--- src/design/qlnr_pkg.sv ---
`timescale 1ns / 1ps

package qlnr_pkg;

  // Field and datapath widths, and the queue depth.
  localparam int unsigned COEF_W      = 32;
  localparam int unsigned LIMIT_W     = 31;
  localparam int unsigned DISC_W      = 66;
  localparam int unsigned SQRT_W      = 33;
  localparam int unsigned MN_W        = 34;
  localparam int unsigned QDIV_W      = 64;
  localparam int unsigned RDIV_W      = 49;
  localparam int unsigned QUEUE_DEPTH = 4;

  localparam logic [LIMIT_W-1:0] LIMIT_RESET = 31'd7;

  // Result status codes.
  typedef enum logic [1:0] {
    ST_OK       = 2'd0,
    ST_A_ZERO   = 2'd1,
    ST_COMPLEX  = 2'd2,
    ST_BOTH_NEG = 2'd3
  } status_e;

  // What the back end has to do with a transaction.
  typedef enum logic [1:0] {
    KIND_FIXED = 2'd0,
    KIND_BZERO = 2'd1,
    KIND_GEN   = 2'd2
  } kind_e;

  // Classified transaction held in the queue.
  typedef struct packed {
    kind_e              kind;
    status_e            status;
    logic               na;
    logic               nb;
    logic               nc;
    logic [COEF_W-1:0]  ma;
    logic [COEF_W-1:0]  mb;
    logic [COEF_W-1:0]  mc;
    logic [DISC_W-1:0]  disc;
  } item_t;

  // Side information carried through the square root.
  typedef struct packed {
    kind_e              kind;
    status_e            status;
    logic               na;
    logic               nb;
    logic               nc;
    logic [COEF_W-1:0]  ma;
    logic [COEF_W-1:0]  mb;
    logic [COEF_W-1:0]  mc;
  } post_t;

  // Side information carried through the first root divider; the second carries only the kind.
  typedef struct packed {
    kind_e              kind;
    status_e            status;
    logic               na;
    logic               nb;
    logic               nc;
    logic [COEF_W-1:0]  sroot;
  } mid_t;

endpackage

--- src/design/qlnr_fifo.sv ---
`timescale 1ns / 1ps

module qlnr_fifo #(
  parameter int unsigned DEPTH = qlnr_pkg::QUEUE_DEPTH
) (
  input  logic            clk_i,
  input  logic            rst_ni,
  input  logic            push_valid_i,
  output logic            push_ready_o,
  input  qlnr_pkg::item_t push_item_i,
  output logic            pop_valid_o,
  input  logic            pop_ready_i,
  output qlnr_pkg::item_t pop_item_o
);
  import qlnr_pkg::*;

  localparam int unsigned PTR_W = (DEPTH > 1) ? $clog2(DEPTH) : 1;
  localparam int unsigned CNT_W = $clog2(DEPTH + 1);

  item_t mem [DEPTH];
  logic [PTR_W-1:0] wr_ptr_q, wr_ptr_d, rd_ptr_q, rd_ptr_d;
  logic [CNT_W-1:0] count_q, count_d;
  logic push, pop;

  assign push_ready_o = (count_q != CNT_W'(DEPTH));
  assign pop_valid_o  = (count_q != '0);
  assign push         = push_valid_i && push_ready_o;
  assign pop          = pop_valid_o && pop_ready_i;
  assign pop_item_o   = mem[rd_ptr_q];

  // Pointer and fill count update.
  always_comb begin
    wr_ptr_d = wr_ptr_q;
    rd_ptr_d = rd_ptr_q;
    count_d  = count_q;
    if (push) begin
      wr_ptr_d = (wr_ptr_q == PTR_W'(DEPTH - 1)) ? '0 : wr_ptr_q + 1'b1;
    end
    if (pop) begin
      rd_ptr_d = (rd_ptr_q == PTR_W'(DEPTH - 1)) ? '0 : rd_ptr_q + 1'b1;
    end
    if (push && !pop) begin
      count_d = count_q + 1'b1;
    end else if (pop && !push) begin
      count_d = count_q - 1'b1;
    end
  end

  always_ff @(posedge clk_i or negedge rst_ni) begin
    if (!rst_ni) begin
      wr_ptr_q <= '0;
      rd_ptr_q <= '0;
      count_q  <= '0;
    end else begin
      wr_ptr_q <= wr_ptr_d;
      rd_ptr_q <= rd_ptr_d;
      count_q  <= count_d;
    end
  end

  // Storage.
  always_ff @(posedge clk_i) begin
    if (push) begin
      mem[wr_ptr_q] <= push_item_i;
    end
  end

endmodule

--- config.mk ---
export PLATFORM = sky130hd
export DESIGN_NAME = qlnr_fifo
export DESIGN_NICKNAME = d
export VERILOG_FILES = /design/src/design/qlnr_pkg.sv /design/src/design/qlnr_fifo.sv
export SDC_FILE = /design/constraint.sdc
export NUM_CORES = 1
export LEC_CHECK = 0
export BUFFER_PORTS_ARGS = -buffer_cell sky130_fd_sc_hd__buf_2
export CORE_MARGIN = 5
export CORE_UTILIZATION = 51
export CTS_CLUSTER_DIAMETER = 200
export DETAILED_ROUTE_END_ITERATION = 6
export GPL_TIMING_DRIVEN = 0
export PLACE_DENSITY = 0.83
export SYNTH_ARGS = -nofsm -noshare
export SYNTH_HDL_FRONTEND = slang
export SYNTH_SLANG_ARGS = --single-unit
--- constraint.sdc ---
create_clock -name clk_i -period 9.3 [get_ports clk_i]
set_input_delay 0.465 -clock clk_i [delete_from_list [all_inputs] [get_ports clk_i]]
set_output_delay 0.465 -clock clk_i [all_outputs]
set_load 0.03 [all_outputs]
### Word-level counts from Yosys, hierarchy flattened

Memories as Yosys holds them, arrays and structs flattened.
Cells that the tools add are included.

| storage, ports and cells | value |
|---|---|
| RAM bits | 676 |
| output and inout bits | 171 |
| register bits after elaboration | 7 |
| input bits | 173 |
| memories kept | 1 |

| operators by class | value |
|---|---|
| add/sub/neg operators | 4 |
| reductions and logical operators | 8 |
| equal/unequal tests | 3 |
| muxes and demuxes | 6 |

Memories:

| name | depth | bits a word | rd ports | clocked after memory_dff | write ports | line | source |
|---|---|---|---|---|---|---|---|
| mem | 4 | 169 | 1 | 0 | 1 | qlnr_fifo.sv:20 | `item_t mem [DEPTH];` |

Operators with widths:

| cell | number |
|---|---|
| two-way mux 3 bit | 2 |
| adder 2 x 1 -> 2 bit, second input constant | 2 |
| equality test 2 bit, second input constant | 2 |
| logical AND 1 bit | 4 |
| two-way mux 2 bit | 2 |
| adder 3 x 1 -> 3 bit, second input constant | 1 |
| inequality test 3 bit, second input constant | 1 |
| nonzero test 3 bit | 1 |
| subtractor 3 x 1 -> 3 bit, second input constant | 1 |
| logical NOT 1 bit | 2 |
| two-way mux 1 bit | 2 |
| nonzero test 2 bit | 1 |

### Logic depth before layout (Yosys ltp)

Gate-level depths: netlist of the first run.

| depth | value |
|---|---|
| depth after elaboration | 6 |
| mapped depth | 8 |

### Worst setup path after synthesis of the first run

Ideal clock, no wire load.

| timing | value |
|---|---|
| path kind | input to register |
| start point | input port push_valid_i |
| end point | memory mem[0][0] (netlist name), enable pin |
| stages on the path | 2 |
| arrival time | 4722 ps |
| data required time | 8751 ps |
| library setup time | 549 ps |
| buffers on the path | 0 |
| path slack | 4029 ps |
| cells stage by stage | a21boi_1 and2_1 |

| between the ends | value |
|---|---|
| cells in the longest elaborated chain, start to end | 3 |

RTL lines:

| item | line | source |
|---|---|---|
| start, declared | qlnr_fifo.sv:8 | `input logic push_valid_i,` |
| logical AND 1 bit | qlnr_fifo.sv:27 | `assign push = push_valid_i && push_ready_o;` |
| two-way mux 1 bit | qlnr_fifo.sv:63 | `if (push) begin` |
| two-way mux 1 bit (implied by the code) | qlnr_fifo.sv:64 | `mem[wr_ptr_q] <= push_item_i;` |
| end, declared | qlnr_fifo.sv:20 |  |

Every way passes these cells.

==> flow_metrics.env, run 1 <==
export IMPL_status="completed"
export IMPL_dpl_instance_area_sq_mm=0.0276
export IMPL_p_leak_nw=10.1
export IMPL_portBuffers=343
export IMPL_dp_hpwl_um=32400
export IMPL_track_usage_pct=19.1
export IMPL_clockRootBuffer="clkbuf_16"
export IMPL_final_common_cell="edfxtp_1"
export IMPL_vias=11500
export IMPL_htreeDepth=3
export IMPL_cts_resized_gates=0
export IMPL_dieArea_sq_mm=0.0531
export IMPL_drt_total_wl_um=50700
export IMPL_wl_per_cell_um=25.0
export IMPL_min_path_cells=1
export IMPL_slew_viol_final=0
export IMPL_fin_crit_sh_pct=32.8
export IMPL_cts_tree="done"
export IMPL_rows=80
export IMPL_post_route_util_pct=61.9
export IMPL_path_buf_inv=4
export IMPL_p_int_mw=6.82
export IMPL_critPathTopFamily="buffers and inverters"
export IMPL_crit_path_end_kind="output port"
export IMPL_setup_viol=0
export IMPL_drcViolationCount=0
export IMPL_grt_pass1_wl_um=76300
export IMPL_initial_core_util_pct=51.7
export IMPL_grt_max_degree=58
export IMPL_p_clk_share_pct=24.5
export IMPL_p_per_area_mw_per_mm2=351
export IMPL_grt_overflow=0
export IMPL_cp_cell_sequence="buf_2, buf_2, buf_2, mux4_2, buf_2"
export IMPL_synth_distinct_cells=17
export IMPL_finClkSkew_ps=20.7
export IMPL_hold_path_startpoint="push_item_i[114]"
export IMPL_layout_common_cells="edfxtp_1 (676), buf_2 (363), mux4_2 (169), clkbuf_16 (69), clkbuf_1 (20)"
export IMPL_yosys_register_bits=683
export IMPL_critPathMaxFanout=10
export IMPL_ys_seq_area_share_pct=82.6
export IMPL_drtIter0Drc=868
export IMPL_max_stage_delay_ps=430
export IMPL_cp_common_cell="buf_2"
export IMPL_synth_area_per_cell_sq_um=26.9
export IMPL_finalHoldViolCount=0
export IMPL_cp_slowest_cell="buf_2"
export IMPL_hold_ws_ps=85.6
export IMPL_hold_class="primary input to flop"
export IMPL_syn_nets=1100
export IMPL_arrival_ps=2590
export IMPL_dr_pass1_iters=5
export IMPL_io_pins=344
export IMPL_synth_area_sq_mm=0.0248
export IMPL_reg2reg_slack_ps=6610
export IMPL_critPathLaunchType="flop"
export IMPL_numCtsBuffers=68
export IMPL_switching_share_pct=34.6
export IMPL_clk_insertion_delay_late_ps=590
export IMPL_r2r_end="mem[3][103]"
export IMPL_crit_required_ps=8840
export IMPL_rsz0062_at_grt="false"
export IMPL_fmax_mhz=327
export IMPL_grt_pass1_vias=12300
export IMPL_period_needed_ps=3050
export IMPL_syn_instance_count=920
export IMPL_drive_gt1_share_pct=47.0
export IMPL_clockBufferDepth=3
export IMPL_yosysWarningCount=0
export IMPL_total_power_mw=10.4
export IMPL_drv_cap=0
export IMPL_post_route_cell_area_sq_mm=0.0297
export IMPL_routed_via_density=5.67
export IMPL_whs_endpoint="mem[0][114]"
export IMPL_cts_sinks=683
export IMPL_die_h_um=230
export IMPL_r2r_start="count_q[0]"
export IMPL_die_w_um=230
export IMPL_nets=1526
export IMPL_clk_pin_slew_ps=60
export IMPL_tightestPinTransition_ps=729
export IMPL_place_congestion=0.738
export IMPL_worstSetupPathType="flop to output port"
export IMPL_synthToLayoutAreaGrowth_pct=19.8
export IMPL_p_sw_mw=3.61
export IMPL_core_sq_mm=0.0479
export IMPL_power_frac_seq_pct=40.2
export IMPL_combPwrFrac_pct=35.3
export IMPL_antenna_found_initial=12
export IMPL_relSlewSlack_pct=51.4
export IMPL_r2r_cells=5
export IMPL_timing_setup_tns_ps=0
export IMPL_drtAntennaViolNets=0
export IMPL_ir_drop_mv=0.246
-- cell families after synthesis --
group	share of synthesized area, %
flops	82.6
mux	15.6
buf+inv	1.06
simple gates	0.217
fa+ha+maj	0.384
xor+xnor	0.106
compound gates	0.0303
-- power groups by stage --
stage                     Clock (mW)  Sequential (mW)  Combinational [mW]
after floorplan                    0             4.31                2.58
after global placement             0             4.42                3.60
after detailed placement           0             4.25                3.72
after CTS                       2.60             4.20                3.75
after global routing            2.76             4.24                3.88
final                           2.55             4.19                3.68
-- sequential cells by signal, indices dropped and copies added, names as in the netlist --
signal,count
mem,676
count_q,3
rd_ptr_q,2
wr_ptr_q,2
-- area by class of cell --
cell class                 count  area, sq um
antenna                       12         30.0
fill                        3129        18300
timing repair buffer         356         2030
inverter                       3         11.3
buffer                        38          250
multi-input combinational    196         4060
sequential                   683        20500
tap                          615          769
clock inverter                41          302
clock buffer                  82         1780
-- synthesized netlist by cell type, drive strengths merged --
cell type / instances / area, sq um
mux2: 5 / 56.3
fa: 1 / 20.0
buf: 31 / 224
or3: 1 / 6.26
a21boi: 1 / 7.51
nand2: 2 / 7.51
mux4: 169 / 3810
inv: 3 / 11.3
edfxtp: 676 / 20300
and2: 4 / 25.0
ha: 6 / 75.1
xnor2: 1 / 8.76
nor2: 4 / 15.0
xor2: 2 / 17.5
dfrtp: 7 / 175
clkbuf: 7 / 26.3
-- stage by stage --
| stage | instances | setup slack [ps] |
|---|---|---|
| floorplan | 920 | 4030 |
| global placement | 1878 | 893 |
| detailed placement | 1890 | 6550 |
| CTS | 2014 | 6120 |
| global route | 2016 | 6090 |
| finish | 2026 | 6250 |
-- repair_timing --
action,in CTS,in global routing
setup endpoints to repair,0,0
setup buffers,0,0
hold buffers,1,0
hold endpoints to repair,7,0
-- worst max path at each step --
stage / from / slack, ps / depth (start not counted) / end
final: rd_ptr_q[1] / 6250 / 5 / pop_item_o[55]
after CTS: rd_ptr_q[1] / 6120 / 5 / pop_item_o[55]
after global placement: push_valid_i / 890 / 3 / mem[1][104]
after global routing: rd_ptr_q[1] / 6090 / 5 / pop_item_o[55]
after detailed placement: push_valid_i / 6550 / 5 / mem[3][104]
after floorplan: push_valid_i / 4030 / 2 / mem[0][0]
-- metal layers --
metal	GRT usage [%]	vias up	wire, um
li1	-	4883	-
met1	24.2	6057	18700
met2	32.1	459	26400
met3	6.64	85	4510
met4	4.84	12	1030
met5	0	-	77
No activity file was read; power rests on OpenSTA's default activity.
==> run 2, diff against run 1 <==
--- a/config.mk
+++ b/config.mk
@@ -11,7 +11,7 @@
 export CTS_CLUSTER_DIAMETER = 200
 export DETAILED_ROUTE_END_ITERATION = 6
 export GPL_TIMING_DRIVEN = 0
-export PLACE_DENSITY = 0.83
+export PLACE_DENSITY = 0.86
 export SYNTH_ARGS = -nofsm -noshare
 export SYNTH_HDL_FRONTEND = slang
 export SYNTH_SLANG_ARGS = --single-unit
==> constraint.sdc (replaced) <==
create_clock -name clk_i -period 2.6 [get_ports clk_i]
set_input_delay 0.13 -clock clk_i [delete_from_list [all_inputs] [get_ports clk_i]]
set_output_delay 0.13 -clock clk_i [all_outputs]
set_load 0.03 [all_outputs]
==> run 2 against run 1 <==
Against the previous run: clock-buffer cell count increased by 4; sequential power rose to 3.6 times the previous value; critical path type unchanged; worst hold slack gained 12 ps; combinational power grew to 3.8 times the previous value; die area stayed put; cell count rose by 8.2%; via count grew 8.5%; design area grew 6.6%; register-to-register slack worse by 6500 ps; power grew to 3.7 times the previous value; sequential share of layout area fell by 4.3 points; core utilization increased by 4.1 points.
==> flow_metrics.env, run 2 (same netlist as run 1, synthesis figures left out) <==
export IMPL_status="completed"
export IMPL_nets=1703
export IMPL_rsz0062_at_grt="false"
export IMPL_htreeDepth=3
export IMPL_switching_share_pct=34.4
export IMPL_period_needed_ps=2510
export IMPL_hold_class="primary input to flop"
export IMPL_reg2reg_slack_ps=130
export IMPL_dp_hpwl_um=32000
export IMPL_track_usage_pct=22.1
export IMPL_final_common_cell="edfxtp_1"
export IMPL_tightestPinTransition_ps=593
export IMPL_post_route_util_pct=66.0
export IMPL_crit_path_end_kind="output port"
export IMPL_p_leak_nw=11.0
export IMPL_largest_register_ffs=676
export IMPL_r2r_start="count_q[0]"
export IMPL_critPathLaunchType="flop"
export IMPL_drtIter0Drc=1052
export IMPL_largest_registers="mem (676), count_q (3)"
export IMPL_drtAntennaViolNets=0
export IMPL_setup_worst_path_start="rd_ptr_q[1]"
export IMPL_layout_common_cells="edfxtp_1 (676), buf_2 (354), dlygate4sd3_1 (172), mux4_2 (169), clkbuf_16 (73)"
export IMPL_dr_pass1_iters=5
export IMPL_power_frac_seq_pct=39.0
export IMPL_crit_required_ps=2470
export IMPL_ir_drop_mv=1.04
export IMPL_antenna_found_initial=9
export IMPL_initial_core_util_pct=51.7
export IMPL_vias=12500
export IMPL_hold_path_startpoint="push_valid_i"
export IMPL_setup_viol=0
export IMPL_worstSetupPathType="flop to output port"
export IMPL_synthToLayoutAreaGrowth_pct=27.8
export IMPL_drive_gt1_share_pct=42.7
export IMPL_cts_sinks=683
export IMPL_io_pins=344
export IMPL_post_route_cell_area_sq_mm=0.0317
export IMPL_drt_total_wl_um=57900
export IMPL_slew_viol_final=0
export IMPL_portBuffers=343
export IMPL_clockBufferDepth=3
export IMPL_p_clk_share_pct=25.5
export IMPL_post_place_ws_ps=-174
export IMPL_clockRootBuffer="clkbuf_16"
export IMPL_die_h_um=230
export IMPL_rows=80
export IMPL_grt_pass1_vias=13800
export IMPL_combPwrFrac_pct=35.6
export IMPL_fmax_mhz=399
export IMPL_grt_max_degree=60
export IMPL_dpl_instance_area_sq_mm=0.0276
export IMPL_fin_crit_sh_pct=96.5
export IMPL_dieArea_sq_mm=0.0531
export IMPL_finClkSkew_ps=17.0
export IMPL_p_int_mw=25.4
export IMPL_die_w_um=230
export IMPL_place_congestion=0.741
export IMPL_relSlewSlack_pct=60.4
export IMPL_drcViolationCount=0
export IMPL_p_sw_mw=13.3
export IMPL_numCtsBuffers=69
export IMPL_finalHoldViolCount=0
export IMPL_routed_via_density=5.69
export IMPL_p_per_area_mw_per_mm2=1220
export IMPL_clk_pin_slew_ps=50
export IMPL_cts_tree="done"
export IMPL_clk_insertion_delay_late_ps=600
export IMPL_drv_cap=0
export IMPL_layout_setup_ws_ps=90.7
export IMPL_grt_pass1_wl_um=87600
export IMPL_grt_overflow=0
export IMPL_core_sq_mm=0.0479
export IMPL_total_power_mw=38.7
export IMPL_wl_per_cell_um=26.4
export IMPL_arrival_ps=2380
export IMPL_critPathMaxFanout=10
export IMPL_largest_register="mem"
run 2: cell types whose count changed in the layout (fill, tap and decap cells not counted), sizes merged:
cell,delta
and2,+3
buf,-4
bufinv,+5
clkbuf,+10
clkinv,-8
clkinvlp,+1
diode,-5
dlygate4sd3,+171
inv,-7
run 2: timing repair:
action | CTS | global route
gates resized for setup | 9 | 16
gates cloned | 3 | 0
endpoints found under the setup margin | 289 | 278
hold endpoints to repair | 685 | 0
pin swaps | 3 | 2
hold buffers | 172 | 0
setup buffers | 0 | 2
run 2: path summary, 6_finish.rpt:
kind | end | cells after the start
worst max-delay path | pop_item_o[84] | 5
worst max register to register | mem[1][109] | 5
max in group asynchronous | rd_ptr_q[1] | 3
worst min register to register | count_q[0] | 1
worst min-delay path | wr_ptr_q[0] | 3
min in group asynchronous | count_q[2] | 3
run 2: power groups by stage:
stage | logic, mW | clock network (mW) | registers, mW
finish | 13.8 | 9.85 | 15.1
global route | 14.4 | 10.6 | 15.2
CTS | 13.8 | 9.96 | 15.0
detailed placement | 13.3 | 0 | 15.2
global placement | 12.8 | 0 | 15.4
floorplan | 9.22 | 0 | 15.2
run 2: per-stage QoR:
stage | instances | hold WS, ps | setup TNS [ps]
finish | 2192 | 98.0 | 0
global route | 2191 | 71.3 | 0
CTS | 2183 | 109 | 0
detailed placement | 1890 | -27.2 | -25020
global placement | 1878 | -33.3 | -1635590
floorplan | 920 | -166 | -536600
run 2: final cells by class:
cell class	instances	area [sq um]
Timing Repair Buffer	529	3770
Clock inverter	32	360
Antenna cell	7	17.5
Tap cell	615	769
Clock buffer	86	1880
Buffer	38	297
Inverter	3	11.3
Fill cell	2831	16300
Multi-Input combinational cell	199	4090
Sequential cell	683	20500
run 2: critical path, cell delays in order, from the launching register on:
cell and delay (ps):
dfrtp_1 340, buf_2 300, buf_6 260, buf_2 310
mux4_2 370, buf_2 210
run 2: routing by layer:
metal	track usage (%)	share of wire, %	vias up
li1	-	-	5235
met1	27.2	36	6551
met2	37.7	52	566
met3	6.76	8.1	113
met4	7.75	3.0	4
met5	0	0.047	-
